`config.mk`:
```
export PLATFORM = sky130hd
export DESIGN_NAME = array_sort_dedup_insert_delete_unit
export DESIGN_NICKNAME = d
export VERILOG_FILES = /design/src/rtl/asdid_pkg.sv /design/src/rtl/array_sort_dedup_insert_delete_unit.sv
export SDC_FILE = /design/constraint.sdc
export NUM_CORES = 2
export LEC_CHECK = 0
export CAP_MARGIN = 20
export CORE_MARGIN = 3
export CORE_UTILIZATION = 55
export CTS_BUF_LIST = sky130_fd_sc_hd__clkbuf_4
export DETAILED_ROUTE_END_ITERATION = 12
export DONT_BUFFER_PORTS = 1
export PLACE_DENSITY_LB_ADDON = 0.05
export SETUP_SLACK_MARGIN = 0.4
export SLEW_MARGIN = 40
export SYNTH_ARGS = -nofsm -noshare
export SYNTH_HDL_FRONTEND = slang
export SYNTH_SLANG_ARGS = --single-unit
export TNS_END_PERCENT = 50
```
`constraint.sdc`:
```
create_clock -name clock -period 6.7 [get_ports clock]
set_input_delay 1.005 -clock clock [delete_from_list [all_inputs] [get_ports clock]]
set_output_delay 1.005 -clock clock [all_outputs]
set_load 0.02 [all_outputs]
```
`src/rtl/asdid_pkg.sv`:
```
`timescale 1ns / 1ps
package asdid_pkg;

   typedef enum logic [2:0] {
      FN_APPEND = 3'd0,
      FN_SORT   = 3'd1,
      FN_DEDUP  = 3'd2,
      FN_INSERT = 3'd3,
      FN_DELETE = 3'd4
   } func_type;

   typedef enum logic [1:0] {
      ST_OK        = 2'd0,
      ST_NOT_FOUND = 2'd1,
      ST_BAD_POS   = 2'd2,
      ST_FULL      = 2'd3
   } status_type;

   typedef enum logic [3:0] {
      S_IDLE,
      S_SORT_RDI,
      S_SORT_RDJ,
      S_SORT_CMP,
      S_SORT_WB,
      S_DD_RDR,
      S_DD_RDS,
      S_DD_CMP,
      S_INS_RD,
      S_INS_WR,
      S_DEL_RD,
      S_DEL_CMP,
      S_DEL_SH,
      S_EMIT_RD,
      S_EMIT_WAIT
   } state_type;

endpackage

```
`src/rtl/array_sort_dedup_insert_delete_unit.sv`:
```
`timescale 1ns / 1ps
// Array sort / dedup / insert / delete unit.
// One request beat (req_tdata) carries an operation, a value and a position.
// Append stores the value at the end (dropped when full) and produces nothing.
// Sort, dedup, insert and delete each answer with the resulting array as a run
// of response beats, one per element, with rsp_tlast on the final beat; an
// empty array answers with a single beat of element 0, count 0.
// Every element carries the new count and the operation status.
// Codes 5 to 7 are ignored.
// All storage sits in one RAM with a write port and a registered read port; a
// sequencer walks it. Sort is an exchange sort that compares each element
// against every later one; dedup checks each element against the kept entries;
// insert and delete shift entries one at a time; the run emits one beat at a
// time. The unit handles one request at a time: req_tready is high only while
// idle.
// A stalled receiver (rsp_tready low) holds the current beat in the output
// register and the sequencer waits; nothing is lost.
// Synchronous reset empties the array (the count goes to zero); RAM contents
// are not cleared, since only entries below the count are ever read.
module array_sort_dedup_insert_delete_unit #(
   parameter int CAPACITY = 32
) (
   input  logic        clock,
   input  logic        reset,
   input  logic        req_tvalid,
   output logic        req_tready,
   // [2:0] func, [34:3] value, [40:35] position, [47:41] zero
   input  logic [47:0] req_tdata,
   output logic        rsp_tvalid,
   input  logic        rsp_tready,
   // [31:0] element, [37:32] count, [39:38] status
   output logic [39:0] rsp_tdata,
   output logic        rsp_tlast
);

   localparam int AW = (CAPACITY > 1) ? $clog2(CAPACITY) : 1;
   localparam int CW = $clog2(CAPACITY + 1);

   logic [31:0] mem [CAPACITY];
   logic [31:0] rdata;
   logic [AW-1:0] raddr, waddr;
   logic          wen;
   logic [31:0]   wdata;

   always_ff @(posedge clock) begin
      if (wen) mem[waddr] <= wdata;
      rdata <= mem[raddr];
   end

   asdid_pkg::state_type state_ff, state_in;
   logic [CW-1:0] cnt_ff, cnt_in, i_ff, i_in, j_ff, j_in, k_ff, k_in;
   logic [31:0] a_ff, a_in, val_ff, val_in;
   logic [CW-1:0] pos_ff, pos_in;
   logic [1:0] st_ff, st_in;
   logic ov_ff, ov_in, olast_ff, olast_in;
   logic [31:0] oel_ff, oel_in;
   logic [CW-1:0] ocnt_ff, ocnt_in;
   logic [1:0] ost_ff, ost_in;

   logic [2:0] r_func;
   logic [31:0] r_val;
   logic [5:0] r_pos;
   assign r_func = req_tdata[2:0];
   assign r_val  = req_tdata[34:3];
   assign r_pos  = req_tdata[40:35];
   assign req_tready = (state_ff == asdid_pkg::S_IDLE);

   always_ff @(posedge clock) begin
      if (reset) begin
         state_ff <= asdid_pkg::S_IDLE;
         cnt_ff <= '0;
         ov_ff <= 1'b0;
      end else begin
         state_ff <= state_in;
         cnt_ff <= cnt_in;
         ov_ff <= ov_in;
      end
      i_ff <= i_in; j_ff <= j_in; k_ff <= k_in; a_ff <= a_in; val_ff <= val_in;
      pos_ff <= pos_in; st_ff <= st_in; olast_ff <= olast_in; oel_ff <= oel_in;
      ocnt_ff <= ocnt_in; ost_ff <= ost_in;
   end

   always_comb begin
      state_in = state_ff; cnt_in = cnt_ff; i_in = i_ff; j_in = j_ff; k_in = k_ff;
      a_in = a_ff; val_in = val_ff; pos_in = pos_ff; st_in = st_ff;
      ov_in = ov_ff; olast_in = olast_ff; oel_in = oel_ff; ocnt_in = ocnt_ff;
      ost_in = ost_ff;
      raddr = i_ff[AW-1:0]; waddr = i_ff[AW-1:0]; wen = 1'b0; wdata = a_ff;
      if (ov_ff && rsp_tready) ov_in = 1'b0;
      case (state_ff)
         asdid_pkg::S_IDLE: begin
            if (req_tvalid) begin
               val_in = r_val;
               pos_in = CW'(r_pos);
               st_in = asdid_pkg::ST_OK;
               i_in = '0;
               case (r_func)
                  asdid_pkg::FN_APPEND: begin
                     if (cnt_ff < CW'(CAPACITY)) begin
                        wen = 1'b1; waddr = cnt_ff[AW-1:0]; wdata = r_val;
                        cnt_in = cnt_ff + 1'b1;
                     end
                  end
                  asdid_pkg::FN_SORT: state_in = asdid_pkg::S_SORT_RDI;
                  asdid_pkg::FN_DEDUP: begin
                     j_in = '0; state_in = asdid_pkg::S_DD_RDR;
                  end
                  asdid_pkg::FN_INSERT: begin
                     if (cnt_ff >= CW'(CAPACITY)) begin
                        st_in = asdid_pkg::ST_FULL; state_in = asdid_pkg::S_EMIT_RD;
                     end else if (r_pos == 6'd0 || CW'(r_pos) > cnt_ff ||
                                  (CW > 6 ? 1'b0 : r_pos > 6'(cnt_ff))) begin
                        st_in = asdid_pkg::ST_BAD_POS; state_in = asdid_pkg::S_EMIT_RD;
                     end else begin
                        i_in = cnt_ff; state_in = asdid_pkg::S_INS_RD;
                     end
                  end
                  asdid_pkg::FN_DELETE: state_in = asdid_pkg::S_DEL_RD;
                  default: ;
               endcase
            end
         end
         // exchange sort: a = elem[i], compare with elem[j]
         asdid_pkg::S_SORT_RDI: begin
            if (i_ff + 1'b1 >= cnt_ff) begin
               i_in = '0; state_in = asdid_pkg::S_EMIT_RD;
            end else begin
               raddr = i_ff[AW-1:0]; j_in = i_ff + 1'b1;
               state_in = asdid_pkg::S_SORT_RDJ;
            end
         end
         asdid_pkg::S_SORT_RDJ: begin
            if (j_ff == i_ff + 1'b1) a_in = rdata;
            raddr = j_ff[AW-1:0];
            state_in = asdid_pkg::S_SORT_CMP;
         end
         asdid_pkg::S_SORT_CMP: begin
            if ($signed(a_ff) > $signed(rdata)) begin
               wen = 1'b1; waddr = j_ff[AW-1:0]; wdata = a_ff; a_in = rdata;
            end
            if (j_ff + 1'b1 >= cnt_ff) begin
               state_in = asdid_pkg::S_SORT_WB;
               j_in = '0;
            end else begin
               j_in = j_ff + 1'b1; state_in = asdid_pkg::S_SORT_RDJ;
            end
         end
         // store the running minimum back at i
         asdid_pkg::S_SORT_WB: begin
            wen = 1'b1; waddr = i_ff[AW-1:0]; wdata = a_ff;
            i_in = i_ff + 1'b1; state_in = asdid_pkg::S_SORT_RDI;
         end
         // dedup: i = read index r, j = kept, k = scan s
         asdid_pkg::S_DD_RDR: begin
            if (i_ff >= cnt_ff) begin
               cnt_in = j_ff; i_in = '0; state_in = asdid_pkg::S_EMIT_RD;
            end else begin
               raddr = i_ff[AW-1:0]; k_in = '0; state_in = asdid_pkg::S_DD_RDS;
            end
         end
         asdid_pkg::S_DD_RDS: begin
            if (k_ff == '0) a_in = rdata;
            if (k_ff >= j_ff) begin
               wen = 1'b1; waddr = j_ff[AW-1:0];
               wdata = (k_ff == '0) ? rdata : a_ff;
               j_in = j_ff + 1'b1; i_in = i_ff + 1'b1;
               state_in = asdid_pkg::S_DD_RDR;
            end else begin
               raddr = k_ff[AW-1:0]; state_in = asdid_pkg::S_DD_CMP;
            end
         end
         asdid_pkg::S_DD_CMP: begin
            if (rdata == a_ff) begin
               i_in = i_ff + 1'b1; state_in = asdid_pkg::S_DD_RDR;
            end else begin
               k_in = k_ff + 1'b1; state_in = asdid_pkg::S_DD_RDS;
            end
         end
         // insert: shift from top down to slot pos-1
         asdid_pkg::S_INS_RD: begin
            if (i_ff == pos_ff - 1'b1) begin
               wen = 1'b1; waddr = i_ff[AW-1:0]; wdata = val_ff;
               cnt_in = cnt_ff + 1'b1; i_in = '0; state_in = asdid_pkg::S_EMIT_RD;
            end else begin
               raddr = AW'(i_ff - 1'b1); state_in = asdid_pkg::S_INS_WR;
            end
         end
         asdid_pkg::S_INS_WR: begin
            wen = 1'b1; waddr = i_ff[AW-1:0]; wdata = rdata;
            i_in = i_ff - 1'b1; state_in = asdid_pkg::S_INS_RD;
         end
         // delete: find, then shift down
         asdid_pkg::S_DEL_RD: begin
            if (i_ff >= cnt_ff) begin
               st_in = asdid_pkg::ST_NOT_FOUND; i_in = '0;
               state_in = asdid_pkg::S_EMIT_RD;
            end else begin
               raddr = i_ff[AW-1:0]; state_in = asdid_pkg::S_DEL_CMP;
            end
         end
         asdid_pkg::S_DEL_CMP: begin
            if (rdata == val_ff) state_in = asdid_pkg::S_DEL_SH;
            else begin
               i_in = i_ff + 1'b1; state_in = asdid_pkg::S_DEL_RD;
            end
         end
         asdid_pkg::S_DEL_SH: begin
            // read i+1, then write it back to i in S_EMIT_WAIT
            if (i_ff + 1'b1 >= cnt_ff) begin
               cnt_in = cnt_ff - 1'b1; i_in = '0; state_in = asdid_pkg::S_EMIT_RD;
            end else begin
               raddr = AW'(i_ff + 1'b1); k_in = i_ff; state_in = asdid_pkg::S_INS_WR;
               state_in = asdid_pkg::S_EMIT_WAIT;
               j_in = '1;
            end
         end
         asdid_pkg::S_EMIT_RD: begin
            if (!ov_ff || rsp_tready) begin
               raddr = i_ff[AW-1:0]; j_in = '0; state_in = asdid_pkg::S_EMIT_WAIT;
            end
         end
         asdid_pkg::S_EMIT_WAIT: begin
            if (j_ff == '1 && CW > 0) begin
               // delete shift write-back
               wen = 1'b1; waddr = i_ff[AW-1:0]; wdata = rdata;
               i_in = i_ff + 1'b1; state_in = asdid_pkg::S_DEL_SH;
            end else begin
               ov_in = 1'b1;
               oel_in = (cnt_ff == '0) ? 32'd0 : rdata;
               ocnt_in = cnt_ff; ost_in = st_ff;
               olast_in = (cnt_ff == '0) || (i_ff + 1'b1 == cnt_ff);
               if (olast_in) state_in = asdid_pkg::S_IDLE;
               else begin
                  i_in = i_ff + 1'b1; state_in = asdid_pkg::S_EMIT_RD;
               end
            end
         end
         default: state_in = asdid_pkg::S_IDLE;
      endcase
   end

   assign rsp_tvalid = ov_ff;
   assign rsp_tlast  = olast_ff;
   assign rsp_tdata  = {ost_ff, 6'(ocnt_ff), oel_ff};

   // A held beat keeps its payload while stalled.
   a_hold: assert property (@(posedge clock) disable iff (reset)
      rsp_tvalid && !rsp_tready |=> rsp_tvalid && $stable(rsp_tdata))
      else $error("response beat changed under stall");
   // The count never exceeds capacity.
   a_cap: assert property (@(posedge clock) disable iff (reset)
      cnt_ff <= CW'(CAPACITY))
      else $error("count above capacity");
   // Requests are taken only while idle.
   a_idle: assert property (@(posedge clock) disable iff (reset)
      req_tready |-> state_ff == asdid_pkg::S_IDLE)
      else $error("ready outside idle");
endmodule
```
Word-level counts from Yosys, hierarchy flattened
Memories as Yosys holds them, arrays and structs flattened. A register that Yosys moved wholly into a read port is not among the register bits.
Cells that the tools add are included.
{"block": "word_totals", "ff_bits": 142, "ramBits": 1024, "out_inout_bits": 43, "mem_count": 1}
{"name": "mem", "depth": 32, "width": 32, "rd": 1, "rd_ports_with_merged_regs": 1, "wr": 1, "line_no": "array_sort_dedup_insert_delete_unit.sv:39", "text": "logic [31:0] mem [CAPACITY];"}
{"block": "classes", "add_sub_neg": 7, "magnitude_cmp": 8, "n_eq_ne": 46, "muxes": 89, "bitwise": 1, "n_reduce_logical": 29}
{"operator": "$mux 32", "count": 9}
{"operator": "$mux 6", "count": 28}
{"operator": "$pmux 32 s5", "count": 1}
{"operator": "$pmux 32 s3", "count": 1}
{"operator": "$eq 32x32->1", "count": 2}
{"operator": "$pmux 4 s15", "count": 1}
{"operator": "$pmux 6 s10", "count": 1}
{"operator": "$mux 5", "count": 8}
{"operator": "$pmux 6 s6", "count": 1}
{"operator": "$gt 32x32->1", "count": 1}
{"operator": "$ne 2x2->1 const B", "count": 15}
{"operator": "$eq 4x4->1 const B", "count": 7}
{"operator": "$add 6x1->6 const B", "count": 4}
{"operator": "$ge 6x6->1", "count": 4}
{"operator": "$mux 4", "count": 6}
{"operator": "$pmux 6 s4", "count": 1}
{"operator": "$pmux 5 s4", "count": 1}
{"operator": "$eq 6x6->1", "count": 3}
{"operator": "$logic_not 6->1", "count": 3}
{"operator": "$mux 3", "count": 6}
{"operator": "$pmux 6 s3", "count": 1}
{"operator": "$sub 6x1->6 const B", "count": 3}
{"operator": "$eq 4x3->1 const B", "count": 4}
{"operator": "$mux 2", "count": 8}
{"operator": "other kinds (34)", "count": 61}

Logic depth before layout (Yosys ltp)
{"block": "depth", "ltp_word": 8, "ltp_mapped": 20, "mapped_depth_nobuf": 15}

Least setup slack after synthesis
Ideal clock, no wire load.
{"block": "synth_path", "kind": "flip-flop to flip-flop", "from": "register rdata[31], read port of mem", "to": "memory mem[23][0], enable pin", "t_arrival_ps": 4262, "required_time_ps": 6279, "slack_ps": 2017, "stages_incl_launch_ff": 14, "n_path_buf": 1, "period_less_slack_ps": 4683, "cell_sequence": "dfxtp_1 > inv_1 > ha_1 > nand4_1 > nor4b_1 > nand3_1 > and3_1 > a22oi_1 > o311a_1 > a211o_1 > a222oi_1 > or3b_1 > clkbuf_1 > nor2_1"}
{"block": "synth_between", "elab_chain_len": 5, "word_cells_on_any_way": 7}
{"element": "start, declared", "line_no": "array_sort_dedup_insert_delete_unit.sv:40", "text": "logic [31:0] rdata;"}
{"element": "$gt 32x32->1 *", "line_no": "array_sort_dedup_insert_delete_unit.sv:138", "text": "if ($signed(a_ff) > $signed(rdata)) begin"}
{"element": "$mux 1", "line_no": "array_sort_dedup_insert_delete_unit.sv:138"}
{"element": "$pmux 1 s6", "line_no": "array_sort_dedup_insert_delete_unit.sv:90", "text": "case (state_ff)"}
{"element": "$mux 1", "line_no": "array_sort_dedup_insert_delete_unit.sv:46", "text": "if (wen) mem[waddr] <= wdata;"}
{"element": "$mux 1 (implied by the code)", "line_no": "array_sort_dedup_insert_delete_unit.sv:46"}
{"element": "end, declared", "line_no": "array_sort_dedup_insert_delete_unit.sv:39"}
Every way passes the cells marked *; elsewhere a longest branch is shown, timed or not.

Worst setup path in the final report
{"block": "layout_path", "from": "register i_ff[0]", "to": "register rdata[31], read port of mem"}
{"block": "layout_between", "elab_chain_len": 4, "word_cells_on_any_way": 8}
{"element": "start, declared", "line_no": "array_sort_dedup_insert_delete_unit.sv:51", "text": "logic [CW-1:0] cnt_ff, cnt_in, i_ff, i_in, j_ff, j_in, k_ff, k_in;"}
{"element": "start signal, assigned", "line_no": "array_sort_dedup_insert_delete_unit.sv:78", "text": "i_ff <= i_in; j_ff <= j_in; k_ff <= k_in; a_ff <= a_in; val_ff <= val_in;"}
{"element": "$add 6x1->6", "line_no": "array_sort_dedup_insert_delete_unit.sv:209", "text": "if (i_ff + 1'b1 >= cnt_ff) begin"}
{"element": "$ge 6x6->1", "line_no": "array_sort_dedup_insert_delete_unit.sv:209"}
{"element": "$mux 5", "line_no": "array_sort_dedup_insert_delete_unit.sv:209"}
{"element": "$pmux 5 s4 *", "line_no": "array_sort_dedup_insert_delete_unit.sv:90"}
Marks and branches as above.
A chain may end at the register's enable or synchronous reset.

==> flow_metrics.tcl <==
set metrics [dict create \
    grt_overflow 0 \
    cts_resized 0 \
    num_rows 110 \
    drt_first_pass_iters 6 \
    fmax_ghz 0.176 \
    grt_max_degree 118 \
    synthTopCellsByArea "edfxtp_1 (68%), nand2_1 (4.2%), a211oi_1 (3.8%)" \
    die_h_um 310 \
    status "finished clean" \
    p_int_mw 18.1 \
    postCtsSetupRepairBufs 0 \
    synth_top_area_frac 0.684 \
    grt_use_total 0.312 \
    chipWidth_um 310 \
    clockPowerShare 0.189 \
    wirelength_um 149000 \
    final_cell_mix "edfxtp_1 (1155), nand2_1 (560), clkbuf_4 (443), and3_1 (257), a211oi_1 (256)" \
    clk_pin_slew_ns 0.07 \
    final_util 0.628 \
    drive_gt1_frac 0.181 \
    postSynthCellCount 3735 \
    power_frac_seq 0.327 \
    synth.distinct_cells 79 \
    fin_worst_skew_ns 0.0996 \
    area_delta_synth_final_pct 12.3 \
    min_period_ns 5.69 \
    tightest_slew_ns 0.840 \
    async_flop_share 0 \
    ys_ff_latch 1198 \
    synthesis.nets 3860 \
    cts_buffer_depth 4 \
    start_util 0.559 \
    htreeDepth 5 \
    clockRootBuffer "clkbuf_4" \
    synth_ff_type "edfxtp_1" \
    p_comb_frac 0.484 \
    synth-edff-count 1155 \
    grt_pass1_vias 33800 \
    final_nets 4099 \
    setup_viol 0 \
    port-buffer-count 0 \
    crit_start "i_ff[0]" \
    cpPeakStageDelay_ns 0.82 \
    ios 95 \
    hold_class "input port to register" \
    synth_area_leader_cell "edfxtp_1" \
    finalHoldViolations 0 \
    slew_headroom 0.432 \
    setup_tns_ns 0 \
    grt_setup_unrepaired "false" \
    ir_drop_uv 517 \
    core_region_area_um2 90700 \
    grt_pass1_wl_um 218000 \
    swShare 0.442 \
    viasPerCell 6.40 \
    clkLatencyLatePin_ns 1.20 \
    startpoint_type "register" \
    cts.sinks 1198 \
    maxSlewViolCount 0 \
    critPathSlowestCell "nand3_2" \
    p_leak_nw 20.0 \
    dpl.hpwl_um 86700 \
    maxCapViolCount 0 \
    vias 34500 \
    drtIter0Drc 3748 \
    gp_congestion 0.926 \
    syn-mean-instance-area_um2 13.6 \
    worst_ep_arrival_time_ns 6.74 \
    p_total_mw 32.5 \
    wl_per_cell_um 27.7 \
    drt_drc_violations_left 0 \
    antenna_left 0 \
    worstSetupPathType "register to register" \
    crit_chain "inv_1 > ha_1 > ha_1 > nand2_1 > o21ai_0 > a41o_1 > a21boi_2 > nand3_1 > a221oi_2 > nand3_2 > buf_4 > o221ai_1 > nor4_2 > buf_4" \
    fin_crit_sh 0.850 \
    pwr_density_cell_nw_per_um2 570 \
    required_ns 7.74 \
    netlist_area_um2 50700 \
    cts_tree "done" \
    endpoint_kind "register" \
    fp.dieArea_um2 95900 \
    yosysWarnings 0 \
    nFillCells 6974 \
    ys_seq_area_frac 0.701 \
    crit_fanout 20 \
    r2r-start "i_ff[0]" \
    antenna_found_initial 4 \
    layout_commonest_cell "edfxtp_1" \
    cts_buffers 322 \
    min_from "rsp_tready" \
    p_switching_mw 14.4 \
]
## through the flow
| stage | cells | instance area, um^2 | setup WS, ns | hold slack [ns] |
|---|---|---|---|---|
| 6_report | 5386 | 57000 | 1.01 | 0.122 |
| 5_1_grt | 5380 | 57000 | 0.859 | 0.0628 |
| 4_1_cts | 5374 | 56900 | 1.15 | 0.0143 |
| 3_5_place_dp | 4785 | 52700 | 1.13 | 0.416 |
| 3_3_place_gp | 4783 | 52600 | 0.891 | 0.411 |
| 2_1_floorplan | 3735 | 50700 | 2.02 | 0.400 |
## state kept, by name, indices dropped and copies added, names as in the netlist
name	count
st_ff	2
rsp_tlast	1
i_ff	6
mem	1024
state_ff	4
ocnt_ff	6
k_ff	6
a_ff	32
val_ff	32
cnt_ff	6
rsp_tvalid	1
ost_ff	2
j_ff	6
pos_ff	6
rdata	32
oel_ff	32
## Yosys cell counts, types with 4 or more instances
library cell  number
o22ai_1           64
xnor2_1           25
nor4_2            31
mux2i_1            7
a22oi_1            5
ha_1              72
xor2_1            41
nand2b_1          11
o211ai_1           6
clkbuf_1         150
edfxtp_1        1155
a222oi_1           4
a22o_1            35
mux2_2            31
and3_1           257
a21o_1            17
a221oi_1          11
a31oi_1          184
nand3_1           95
nor2_1            79
a211oi_1         257
or3_1              9
nand2_1          561
inv_1             76
buf_6             13
dfxtp_1           43
a221o_1           38
nor3_1            16
a21oi_1          117
o21a_1             4
nor2b_1           11
buf_4             14
buf_2             86
a32oi_1            4
nand4_1           10
o21ai_0           56
a41oi_1            4
and2_1             8
o21ai_1           21
o221ai_1          39
buf_1              6
nor4_1            13
## path summary, 6_finish.rpt
path              cells past startpoint    endpoint  slack (ns)
hold / removal                        2  rsp_tvalid        0.12
setup reg to reg                     14   rdata[31]        1.01
hold reg to reg                       0   ost_ff[0]        0.43
setup / recovery                     14   rdata[31]        1.01
## metal layers
| metal | vias up | wire, um | global-route usage |
|---|---|---|---|
| met5 | - | 13 | 0 |
| met4 | 2 | 6880 | 0.154 |
| met3 | 375 | 12400 | 0.0597 |
| met2 | 1707 | 70600 | 0.495 |
| met1 | 17200 | 59400 | 0.417 |
| li1 | 15200 | - | - |
## critical path, delay by kind of cell, from the launching register on
| family | cells | cell delay [ns] |
|---|---|---|
| fa+ha+maj | 2 | 0.97 |
| flops | 1 | 0.72 |
| buf+inv | 3 | 0.93 |
| simple gates | 4 | 1.13 |
| compound gates | 5 | 1.84 |
## what timing repair did
action                                 in CTS  in global routing
endpoints found under the hold margin      49                  0
setup endpoints to repair                   0                  0
hold buffers                               39                  0
## power by group through the flow
stage	Sequential (mW)	Combinational (mW)	Clock (mW)
global placement	10.7	15.2	0
detailed placement	10.7	15.6	0
global route	10.6	16.9	6.67
floorplan	10.5	10.1	0
finish	10.6	15.7	6.13
CTS	10.6	15.6	6.26
## cell families (layout without fill, tap and decap cells)
family | count (synthesis) | count (layout) | synth area share
AOI/OAI and AO/OA | 898 | 898 | 0.123
xor gates and xnor gates | 66 | 66 | 0.0114
muxes | 38 | 38 | 0.00826
buffers and inverters | 347 | 812 | 0.0308
adders and majority gates | 73 | 73 | 0.0181
other | 0 | 10 | 0
DFF | 1198 | 1198 | 0.701
and+or+nand+nor | 1115 | 1115 | 0.108
## cell type report
| type | instances | area [um^2] | area share |
|---|---|---|---|
| antenna | 10 | 25.0 | 0.000439 |
| clock buffer | 443 | 3330 | 0.0584 |
| clock inverter | 107 | 527 | 0.00925 |
| inverter | 78 | 293 | 0.00514 |
| multi-input combinational | 2190 | 14100 | 0.247 |
| sequential | 1198 | 35500 | 0.624 |
| tap | 1176 | 1470 | 0.0258 |
| timing repair buffer | 184 | 1700 | 0.0299 |
No activity file was read; power rests on OpenSTA's default activity.
